===== src/rtl/core/mtd_pkg.sv =====
// Shared constants and types of the multichannel timed debouncer.
`default_nettype none
package mtd_pkg;

  localparam int NUM_BOARDS_DEF   = 4;
  localparam int NUM_CHANNELS_DEF = 64;

  localparam int CH_W           = 6;
  localparam int TIME_W         = 32;
  localparam int DEB_W          = 13;
  localparam int MASK_W         = 64;
  localparam int CNT_W          = 3;
  localparam int READY_W        = 4;
  localparam int PINS_PER_BOARD = 16;
  localparam int BOARD_W        = 2;

  localparam logic [DEB_W-1:0] DEBOUNCE_LIMIT = 13'd5000;
  localparam logic [DEB_W-1:0] DEBOUNCE_RESET = 13'd50;

  localparam int CFG_DATA_W = 64;
  localparam int CFG_ADDR_W = 6;

  // Register indexes (byte address is eight times the index).
  localparam logic [2:0] REG_ENABLE      = 3'd0;
  localparam logic [2:0] REG_ACTIVE_HIGH = 3'd1;
  localparam logic [2:0] REG_DEBOUNCE    = 3'd2;
  localparam logic [2:0] REG_INVERT      = 3'd3;
  localparam logic [2:0] REG_MAPPED      = 3'd4;
  localparam logic [2:0] REG_EXP_COUNT   = 3'd5;
  localparam logic [2:0] REG_BOARD_READY = 3'd6;

  // Per-channel debounce state held in the channel memory.
  typedef struct packed {
    logic              cand;
    logic              stab;
    logic [TIME_W-1:0] since;
  } entry_t;

  localparam int ENTRY_W = $bits(entry_t);

endpackage
`default_nettype wire


===== src/rtl/core/multichannel_timed_debouncer.sv =====
// Multichannel timed debouncer: top level with the channel pipeline and registers.
//
// Usage: each input transaction carries one raw pin sample for one channel and a
// millisecond timestamp. Samples for disabled, unmapped or absent/unready boards
// are dropped without a result. A channel's first sample after reset or after
// any register write seeds its state and is reported; later a level that has
// differed from the stable level for the debounce time flips the stable level
// and is reported. Each sample yields zero or one output transaction.
// An accepted sample is registered into the update stage, its result if any into the
// output register. One sample per cycle is taken unless the output stalls; the channel
// memory is read on acceptance and written back as the sample leaves the update stage,
// and a write-back register forwards the latest entry to a following sample of the same channel.
// When the output is stalled with a result waiting, one more sample is still
// taken into the update stage; the input stalls only when that stage is also
// full. Reset clears the registers to their defaults (debounce time 50 ms)
// and marks every channel as not yet seeded; the memory needs no clearing.
// Registers are written through the APB-style port at 8-byte spacing and
// should be changed only while no samples are in flight.
`default_nettype none
module multichannel_timed_debouncer #(
  parameter int NUM_BOARDS   = mtd_pkg::NUM_BOARDS_DEF,
  parameter int NUM_CHANNELS = mtd_pkg::NUM_CHANNELS_DEF
) (
  input  wire logic                           clk,
  input  wire logic                           rst_n,

  input  wire logic                           in_valid,
  output logic                                in_stall,
  input  wire logic [mtd_pkg::CH_W-1:0]       in_channel_index,
  input  wire logic                           in_raw_level,
  input  wire logic [mtd_pkg::TIME_W-1:0]     in_now_ms,

  output logic                                out_valid,
  input  wire logic                           out_stall,
  output logic      [mtd_pkg::CH_W-1:0]       out_report_channel,
  output logic                                out_report_active,

  input  wire logic                           psel,
  input  wire logic                           penable,
  input  wire logic                           pwrite,
  input  wire logic [mtd_pkg::CFG_ADDR_W-1:0] paddr,
  input  wire logic [mtd_pkg::CFG_DATA_W-1:0] pwdata,
  output logic      [mtd_pkg::CFG_DATA_W-1:0] prdata,
  output logic                                pready
);

  import mtd_pkg::*;

  localparam int CH_AW = $clog2(NUM_CHANNELS);

  // Configuration registers.
  logic               enable_r, enable_nxt;
  logic               active_high_r, active_high_nxt;
  logic [DEB_W-1:0]   debounce_r, debounce_nxt;
  logic [MASK_W-1:0]  invert_r, invert_nxt;
  logic [MASK_W-1:0]  mapped_r, mapped_nxt;
  logic [CNT_W-1:0]   exp_count_r, exp_count_nxt;
  logic [READY_W-1:0] board_ready_r, board_ready_nxt;

  logic [NUM_CHANNELS-1:0] init_r, init_nxt;

  // Update stage.
  logic              s1_valid_r, s1_valid_nxt;
  logic [CH_W-1:0]   s1_ch_r;
  logic              s1_raw_r;
  logic [TIME_W-1:0] s1_now_r;

  // Write-back forwarding.
  logic              fwd_valid_r, fwd_valid_nxt;
  logic [CH_AW-1:0]  fwd_ch_r;
  entry_t            fwd_data_r;

  logic              out_valid_r, out_valid_nxt;
  logic [CH_W-1:0]   out_ch_r;
  logic              out_active_r;

  logic              cfg_wr;
  logic [2:0]        cfg_idx;
  logic              cfg_hit;
  logic              accept;
  logic              s1_move;
  logic              proc;
  logic [BOARD_W-1:0] board;
  logic [CH_AW-1:0]  s1_addr;
  logic              active;
  entry_t            rd_entry;
  entry_t            cur;
  entry_t            upd;
  logic              result;
  logic [DEB_W-1:0]  limit;
  logic [TIME_W-1:0] elapsed;

  assign pready  = 1'b1;
  assign cfg_wr  = psel & penable & pwrite & pready;
  assign cfg_idx = paddr[5:3];

  always_comb begin
    enable_nxt      = enable_r;
    active_high_nxt = active_high_r;
    debounce_nxt    = debounce_r;
    invert_nxt      = invert_r;
    mapped_nxt      = mapped_r;
    exp_count_nxt   = exp_count_r;
    board_ready_nxt = board_ready_r;
    cfg_hit         = 1'b0;
    if (cfg_wr) begin
      cfg_hit = 1'b1;
      unique case (cfg_idx)
        REG_ENABLE:      enable_nxt      = pwdata[0];
        REG_ACTIVE_HIGH: active_high_nxt = pwdata[0];
        REG_DEBOUNCE:    debounce_nxt    = pwdata[DEB_W-1:0];
        REG_INVERT:      invert_nxt      = pwdata;
        REG_MAPPED:      mapped_nxt      = pwdata;
        REG_EXP_COUNT:   exp_count_nxt   = pwdata[CNT_W-1:0];
        REG_BOARD_READY: board_ready_nxt = pwdata[READY_W-1:0];
        default:         cfg_hit         = 1'b0;
      endcase
    end
  end

  always_comb begin
    unique case (cfg_idx)
      REG_ENABLE:      prdata = {{(CFG_DATA_W-1){1'b0}}, enable_r};
      REG_ACTIVE_HIGH: prdata = {{(CFG_DATA_W-1){1'b0}}, active_high_r};
      REG_DEBOUNCE:    prdata = {{(CFG_DATA_W-DEB_W){1'b0}}, debounce_r};
      REG_INVERT:      prdata = invert_r;
      REG_MAPPED:      prdata = mapped_r;
      REG_EXP_COUNT:   prdata = {{(CFG_DATA_W-CNT_W){1'b0}}, exp_count_r};
      REG_BOARD_READY: prdata = {{(CFG_DATA_W-READY_W){1'b0}}, board_ready_r};
      default:         prdata = '0;
    endcase
  end

  // The update stage moves on unless it would overwrite a stalled result.
  assign s1_move  = ~(out_valid_r & out_stall);
  assign in_stall = s1_valid_r & ~s1_move;
  assign accept   = in_valid & ~in_stall;

  mtd_ram #(
    .WIDTH(ENTRY_W),
    .DEPTH(NUM_CHANNELS)
  ) u_chan_ram (
    .clk  (clk),
    .we   (s1_valid_r & s1_move & proc),
    .waddr(s1_addr),
    .wdata(upd),
    .re   (accept),
    .raddr(in_channel_index[CH_AW-1:0]),
    .rdata(rd_entry)
  );

  assign s1_addr = s1_ch_r[CH_AW-1:0];
  assign board   = s1_ch_r[CH_W-1:CH_W-BOARD_W];

  always_comb begin
    proc = enable_r
         & ({1'b0, s1_ch_r} < 7'(NUM_CHANNELS))
         & mapped_r[s1_ch_r]
         & ({1'b0, board} < exp_count_r)
         & (4'(board) < 4'(NUM_BOARDS))
         & board_ready_r[board];
    active = (active_high_r ^ invert_r[s1_ch_r]) ? s1_raw_r : ~s1_raw_r;
    cur    = (fwd_valid_r && fwd_ch_r == s1_addr) ? fwd_data_r : rd_entry;
    limit  = (debounce_r > DEBOUNCE_LIMIT) ? DEBOUNCE_LIMIT : debounce_r;

    upd     = cur;
    result  = 1'b0;
    elapsed = '0;
    if (!init_r[s1_addr]) begin
      upd.cand  = active;
      upd.stab  = active;
      upd.since = s1_now_r;
      result    = 1'b1;
    end else begin
      if (active != cur.cand) begin
        upd.cand  = active;
        upd.since = s1_now_r;
      end
      elapsed = s1_now_r - upd.since;
      if (upd.cand != upd.stab && elapsed >= {{(TIME_W-DEB_W){1'b0}}, limit}) begin
        upd.stab = upd.cand;
        result   = 1'b1;
      end
    end
  end

  always_comb begin
    init_nxt      = init_r;
    s1_valid_nxt  = s1_valid_r;
    fwd_valid_nxt = fwd_valid_r;
    out_valid_nxt = out_valid_r & out_stall;
    if (s1_valid_r && s1_move) begin
      s1_valid_nxt = 1'b0;
      if (proc) begin
        init_nxt[s1_addr] = 1'b1;
        fwd_valid_nxt     = 1'b1;
        if (result) begin
          out_valid_nxt = 1'b1;
        end
      end
    end
    if (accept) begin
      s1_valid_nxt = 1'b1;
    end
    if (cfg_hit) begin
      init_nxt = '0;
    end
  end

  always_ff @(posedge clk) begin
    if (!rst_n) begin
      enable_r      <= 1'b0;
      active_high_r <= 1'b0;
      debounce_r    <= DEBOUNCE_RESET;
      invert_r      <= '0;
      mapped_r      <= '0;
      exp_count_r   <= '0;
      board_ready_r <= '0;
      init_r        <= '0;
      s1_valid_r    <= 1'b0;
      fwd_valid_r   <= 1'b0;
      out_valid_r   <= 1'b0;
    end else begin
      enable_r      <= enable_nxt;
      active_high_r <= active_high_nxt;
      debounce_r    <= debounce_nxt;
      invert_r      <= invert_nxt;
      mapped_r      <= mapped_nxt;
      exp_count_r   <= exp_count_nxt;
      board_ready_r <= board_ready_nxt;
      init_r        <= init_nxt;
      s1_valid_r    <= s1_valid_nxt;
      fwd_valid_r   <= fwd_valid_nxt;
      out_valid_r   <= out_valid_nxt;
    end
  end

  always_ff @(posedge clk) begin
    if (accept) begin
      s1_ch_r  <= in_channel_index;
      s1_raw_r <= in_raw_level;
      s1_now_r <= in_now_ms;
    end
    if (s1_valid_r && s1_move && proc) begin
      fwd_ch_r   <= s1_addr;
      fwd_data_r <= upd;
      if (result) begin
        out_ch_r     <= s1_ch_r;
        out_active_r <= upd.stab;
      end
    end
  end

  assign out_valid          = out_valid_r;
  assign out_report_channel = out_ch_r;
  assign out_report_active  = out_active_r;

endmodule
`default_nettype wire


===== src/rtl/core/mtd_ram.sv =====
// Generic single-write, single-read memory with a registered read port.
`default_nettype none
module mtd_ram #(
  parameter int WIDTH = 8,
  parameter int DEPTH = 16
) (
  input  wire logic                     clk,
  input  wire logic                     we,
  input  wire logic [$clog2(DEPTH)-1:0] waddr,
  input  wire logic [WIDTH-1:0]         wdata,
  input  wire logic                     re,
  input  wire logic [$clog2(DEPTH)-1:0] raddr,
  output logic      [WIDTH-1:0]         rdata
);

  logic [WIDTH-1:0] mem [DEPTH];

  // A read of the address being written returns the old contents.
  always_ff @(posedge clk) begin
    if (we) begin
      mem[waddr] <= wdata;
    end
    if (re) begin
      rdata <= mem[raddr];
    end
  end

endmodule
`default_nettype wire

===== config.mk =====
export PLATFORM = sky130hd
export DESIGN_NAME = multichannel_timed_debouncer
export DESIGN_NICKNAME = d
export VERILOG_FILES = /design/src/rtl/core/mtd_pkg.sv /design/src/rtl/core/multichannel_timed_debouncer.sv /design/src/rtl/core/mtd_ram.sv
export SDC_FILE = /design/constraint.sdc
export NUM_CORES = 2
export LEC_CHECK = 0
export ABC_AREA = 1
export BUFFER_PORTS_ARGS = -buffer_cell sky130_fd_sc_hd__buf_2
export CAP_MARGIN = 10
export CORE_MARGIN = 1.5
export CORE_UTILIZATION = 35
export CTS_CLUSTER_SIZE = 14
export DETAILED_ROUTE_END_ITERATION = 7
export GPL_ROUTABILITY_DRIVEN = 1
export GPL_TIMING_DRIVEN = 0
export PLACE_DENSITY = 0.53
export SLEW_MARGIN = 20
export SYNTH_ARGS = -nofsm -noshare
export SYNTH_HDL_FRONTEND = slang
export SYNTH_SLANG_ARGS = --single-unit

===== constraint.sdc =====
create_clock -name clk -period 9.5 [get_ports clk]
set_clock_uncertainty 0.1 [all_clocks]
set_input_delay 1.9 -clock clk [delete_from_list [all_inputs] [get_ports clk]]
set_output_delay 1.9 -clock clk [all_outputs]
set_load 0.005 [all_outputs]

## After elaboration in Yosys (flattened, before gate mapping)

Memory sizes are Yosys's and may differ from the RTL's. A register that Yosys moved wholly into a read port is not among the register bits.
Index checks and enable logic that the tools add are counted.

- Register bits after elaboration: 303
- RAM bits: 2176
- Bits of input ports: 116
- Output and inout bits: 74
- Word-level logic and storage cells: 102
- Memories kept: 1

Memory list:

| memory | depth | width | rd ports | clocked after Yosys merged registers in | wr ports | RTL line | text |
|---|---|---|---|---|---|---|---|
| u_chan_ram.mem | 64 | 34 | 1 | 1 | 1 | mtd_ram.sv:16 | `logic [WIDTH-1:0] mem [DEPTH];` |

- Add/subtract/negate cells: 1
- Order comparisons: 6
- Equal/unequal tests: 9
- Mux-type cells: 31
- Bitwise logic cells: 16
- Reductions and logical operators: 18

Operators by type and width:

| cell | count |
|---|---|
| $pmux 64 s7 | 1 |
| $mux 34 | 2 |
| $mux 32 | 2 |
| $or 64x64->64 | 1 |
| $ge 32x13->1 | 1 |
| $sub 32x32->32 | 1 |
| $mux 1 | 20 |
| $bmux 1 s6 | 3 |
| $reduce_and 2->1 | 9 |
| $gt 13x13->1 const B | 1 |
| $mux 13 | 1 |
| $and 1x1->1 | 10 |
| $eq 3x3->1 const B | 3 |
| $lt 6x7->1 const B | 1 |
| $reduce_or 7->1 | 1 |
| $demux 1 s6 | 1 |
| $eq 3x2->1 const B | 2 |
| $eq 6x6->1 | 1 |
| $ge 6x1->1 const B | 1 |
| $logic_and 1x1->1 | 5 |
| $not 1->1 | 4 |
| $eq 3x1->1 const B | 1 |
| $logic_not 3->1 | 1 |
| $lt 2x3->1 | 1 |
| 6 further kinds | 7 |

## Logic depth before layout (Yosys ltp)

- Word-level depth: 15
- Gate-level depth with buffers: 45
- Mapped depth without buffers: 42

## Modules after synthesis

From an unflattened synthesis, not the netlist that was laid out.

- Cell total of the unflattened synthesis: 9431
- Area total of the unflattened synthesis: 104605.3 um^2

By module, submodules not included:

| module | instances | cells each | area an instance (um^2) | sequential area each (um^2) |
|---|---|---|---|---|
| mtd_ram | 1 | 7188 | 88282.2 | 66363.6 |
| multichannel_timed_debouncer | 1 | 2243 | 16323.2 | 6926.6 |

## Worst setup path before layout

OpenSTA, ideal clock, no wires.

- Path type: register to register
- Start: register s1_ch_r[0] (netlist: s1_addr[0])
- End: register fwd_data_r[32] (netlist name), data pin
- Library setup time: 0.528 ns
- Arrival: 6.861 ns
- Required time: 8.872 ns
- Setup slack: 2.012 ns
- Stages on the path, launching flop included: 44
- Path buffers: 3
- Clock period less this slack: 7.488 ns
- Path through: edfxtp_1 > inv_2 > buf_4 > nand2_1 > nand3_1 > nand2_1 > o21ai_1 > nand2_1 > nor2_2 > nand3_2 > nand2_2 > nand2_1 > nand2_1 > buf_2 > buf_1 > inv_1 > nand2_1 > o21ai_0 > [... 8 more ...] > nand2_1 > nand2_1 > nand2_1 > xor2_1 > ha_1 > inv_1 > nor3_1 > nand2_1 > o311ai_0 > a211oi_1 > nand2_1 > nor2_1 > nand2_1 > nor2_1 > nand2_1 > nor2_1 > nand3_2 > o21ai_1

- Word-level cells in the longest chain between the ends: 12
- Elaborated cells on any way between the ends: 20
- Those cells by class: 1 x add/sub; 1 x order compare; 3 x eq/ne; 12 x mux; 1 x bitwise; 2 x reduce/logical

Ends and longest elaborated chain:

| what | RTL line | text |
|---|---|---|
| from (decl) | multichannel_timed_debouncer.sv:64 | `logic [CH_W-1:0] s1_ch_r;` |
| from (signal assigned) | multichannel_timed_debouncer.sv:240 | `s1_ch_r <= in_channel_index;` |
| $bmux 1 s6 | multichannel_timed_debouncer.sv:162 | `active = (active_high_r ^ invert_r[s1_ch_r]) ? s1_raw_r : ~s1_raw_r;` |
| $mux 1 (implied by the code) | multichannel_timed_debouncer.sv:162 |  |
| $xor 1x1->1 | multichannel_timed_debouncer.sv:162 |  |
| $mux 1 | multichannel_timed_debouncer.sv:162 |  |
| $ne 1x1->1 | multichannel_timed_debouncer.sv:175 | `if (active != cur.cand) begin` |
| $mux 32 | multichannel_timed_debouncer.sv:175 |  |
| $mux 32 | multichannel_timed_debouncer.sv:169 | `if (!init_r[s1_addr]) begin` |
| $sub 32x32->32 | multichannel_timed_debouncer.sv:179 | `elapsed = s1_now_r - upd.since;` |
| $ge 32x13->1 | multichannel_timed_debouncer.sv:180 | `if (upd.cand != upd.stab && elapsed >= {{(TIME_W-DEB_W){1'b0}}, limit}) begin` |
| $logic_and 1x1->1 | multichannel_timed_debouncer.sv:180 |  |
| $mux 1 | multichannel_timed_debouncer.sv:180 |  |
| $mux 34 * | multichannel_timed_debouncer.sv:169 |  |
| named net u_chan_ram.wdata[32] | mtd_ram.sv:10 | `input wire logic [WIDTH-1:0] wdata,` |
| to (signal assigned) | multichannel_timed_debouncer.sv:246 | `fwd_data_r <= upd;` |
| to (decl) | multichannel_timed_debouncer.sv:71 | `entry_t fwd_data_r;` |

The timed path passes the listed nets; every way through them passes the cells marked *. The select of a mux whose other input is x is not followed.
A chain may end at the register's enable or synchronous reset.

## Final worst setup path

- Start: register s1_ch_r[2] (netlist: s1_addr[2])
- End: memory u_chan_ram.mem[24][32] (netlist name), data pin

- Word-level cells in the longest chain between the ends: 12
- Elaborated cells on any way between the ends: 20
- Those cells by class: 1 x add/sub; 1 x order compare; 3 x eq/ne; 12 x mux; 1 x bitwise; 2 x reduce/logical

Ends and longest elaborated chain:

| what | RTL line |
|---|---|
| $bmux 1 s6 | multichannel_timed_debouncer.sv:162 |
| $mux 1 (implied by the code) | multichannel_timed_debouncer.sv:162 |
| $xor 1x1->1 | multichannel_timed_debouncer.sv:162 |
| $mux 1 | multichannel_timed_debouncer.sv:162 |
| $ne 1x1->1 | multichannel_timed_debouncer.sv:175 |
| $mux 32 | multichannel_timed_debouncer.sv:175 |
| $mux 32 | multichannel_timed_debouncer.sv:169 |
| $sub 32x32->32 | multichannel_timed_debouncer.sv:179 |
| $ge 32x13->1 | multichannel_timed_debouncer.sv:180 |
| $logic_and 1x1->1 | multichannel_timed_debouncer.sv:180 |
| $mux 1 | multichannel_timed_debouncer.sv:180 |
| $mux 34 * | multichannel_timed_debouncer.sv:169 |
| named net u_chan_ram.wdata[32] | mtd_ram.sv:10 |
| to (decl) | mtd_ram.sv:16 |

Marks and branches as above.

==> metrics <==
First-pass DRT Iterations 6; largest buffer count on any clock path 4; ys flop type edfxtp_1; drt total wl about 440,000 µm; vias in the first global route 72,214; pin count of the biggest net entering global routing between 40 and 50; # DRC 0; Overall Global Routing Usage 0.291; commonest non-fill, non-tap cell in the layout edfxtp_1; Syn Inst Count about 8,400; Netlist cell types 55; clk sinks about 2,500; Post-DRT Antenna Nets 0; Final nets 9,306; initial antenna violation count 41; Starting Density 0.352; number of synthesized flops with an enable pin approximately 2,300; DP HPWL ~320,000 µm; critical path class reg -> reg; Vias around 78,000; Setup Fix Bufs, Post-CTS 0; IO Pins 190; Syn Nets 8,590; MaxCap Viol Count 0; Cell Area, Synth a little over 0.1 mm²; Synth Warn # 0; Core ar. ~0.29 mm²; Inserted Clock Buffers 280; most frequent cells in the layout edfxtp_1, nor2_1, o21ai_0; PostCTS Resize Cnt 0; WHS 376 ps; Worst Hold Class reg -> reg; Seq/Total Area, Yosys 0.722; min Tclk post-route 8680 ps; critical path arrival roughly 9200 ps; final-report max-slew violation count 0; final setup fails 0; Die Width ~540 µm; wire per inst 33.3 µm; Leakage 40.4 nW; die area just under 0.3 mm²; CTS tree yes; first-pass GRT wire length 592,000 µm; CP Max Fanout 23; Async SR Flop Fraction 0; clk root buf clkbuf_16; crit-path max cell delay 680 ps; DIE HEIGHT approximately 540 µm; # rows 197; GP Congestion 0.997; synthesized flop and latch total roughly 2,500; Pwr Density around 230 mW/mm²; Req. time, crit path ~10,000 ps; Worst IR Drop VDD 0.146 mV; Worst-path clk slew around 60 ps; fillers 26,606; clk_lat worst skew slightly above 900 ps; Fmax achieved roughly 120 MHz; Slew HR 0.186; mean post-synth cell area between 10 and 15 µm²; First DRT Iteration DRCs between 10,000 and 15,000; Setup crit end kind flip-flop; startpoint types flip-flop; grt ovf 0; Buffers on Ports around 190; via/cell ratio slightly below 6; status complete, no violations; Slowest-stage cell, CP nor2_2; H-Tree Depth 5; Tcrit/Tclk final 0.914; total negative slack 0 ps; most frequent CP cell nand2_1; Layout area overhead 21.3%; worst slew pin tran about 1200 ps; layout cells sized above 1 0.121; # hold bufs at CTS 0; Final Hold Violating Endpoints 0; unrepaired setup endpoints after global routing no
## final cells by class
class	count	area (µm²)	share of cell area
Inverter	282	1060	0.00865
Clock buffer	344	7420	0.0603
Buffer	579	2290	0.0186
Clock inverter	155	1520	0.0123
Multi-Input combinational cell	5062	25900	0.210
Sequential cell	2513	73300	0.595
Antenna cell	17	42.5	0.000346
Tap cell	3781	4730	0.0384
Timing Repair Buffer	434	6840	0.0556
## metrics by stage
stage | setup WS (ps) | std cells | area (µm²) | util | total power, mW
CTS | 763 | 13150 | 123000 | 0.427 | 28.2
global route | 274 | 13153 | 123000 | 0.427 | 28.8
floorplan | 2010 | 8436 | 101000 | - | 14.9
global placement | -5790 | 12402 | 107000 | 0.372 | 17.0
finish | 816 | 13167 | 123000 | 0.427 | 28.2
detailed placement | 847 | 12651 | 114000 | 0.396 | 17.5
## report_power, final
group          internal [mW]  switching, mW  leakage (nW)  total (mW)
clock                   6.23           4.60          4.38        10.8
combinational           1.23           3.24          13.5        4.47
sequential              12.9         0.0311          22.5        12.9
total                   20.3           7.87          40.4        28.2
## synth_stat cells, types with 12 or more instances
| cell | count | area share |
|---|---|---|
| o21ai_0 | 1623 | 0.080 |
| o21ai_1 | 21 | 0.0010 |
| inv_1 | 267 | 0.0099 |
| xor2_1 | 14 | 0.0012 |
| buf_1 | 20 | 0.00074 |
| nand3_1 | 101 | 0.0050 |
| edfxtp_1 | 2296 | 0.68 |
| dfxtp_1 | 217 | 0.043 |
| o41ai_1 | 12 | 0.0010 |
| o21ba_2 | 61 | 0.0060 |
| ha_1 | 38 | 0.0047 |
| buf_2 | 13 | 0.00064 |
| nor2_1 | 1693 | 0.063 |
| nor3_1 | 14 | 0.00069 |
| a21oi_1 | 166 | 0.0082 |
| nand2_1 | 383 | 0.014 |
| o22ai_1 | 748 | 0.046 |
| o32ai_1 | 53 | 0.0046 |
| clkbuf_1 | 539 | 0.020 |
| nand4_1 | 41 | 0.0025 |
## final timing paths
kind	end	cells past startpoint	startpoint	slack, ps
setup / recovery	u_chan_ram.mem[24][32]	47	s1_addr[2]	820
hold / removal	enable_r	2	enable_r	380
setup reg to reg	u_chan_ram.mem[24][32]	47	s1_addr[2]	820
hold reg to reg	enable_r	2	enable_r	380
## routing by layer
layer / track usage / wire [µm] / part of all wire
met1: 0.387 / 167000 / 0.38
met5: 0 / 122 / 0.00028
met3: 0.0752 / 53800 / 0.12
met4: 0.154 / 26000 / 0.059
met2: 0.435 / 191000 / 0.44
## worst max-delay path, delay by kind of cell, from the launching register on
kind | cells | cell delay, ps
buf+inv | 11 | 1830
fa+ha+maj | 3 | 720
xor+xnor | 1 | 260
compound gates | 6 | 1050
flops | 1 | 450
simple gates | 26 | 3900
## logic make-up after synthesis
group | share of synthesized area
other cells | 0.0000369
simple gates | 0.0876
buf+inv | 0.0324
fa+ha+maj | 0.00468
flops | 0.722
mux | 0.000407
xor+xnor | 0.00147
compound gates | 0.151
## registers in the layout, summed over array words and instances, names as in the netlist, 13 cells and up
signal / flops
debounce_r: 13
fwd_data_r: 34
init_r: 64
invert_r: 64
mapped_r: 64
s1_now_r: 32
u_chan_ram.mem: 2176
u_chan_ram.rdata: 34
No activity file was read; power rests on OpenSTA's default activity.
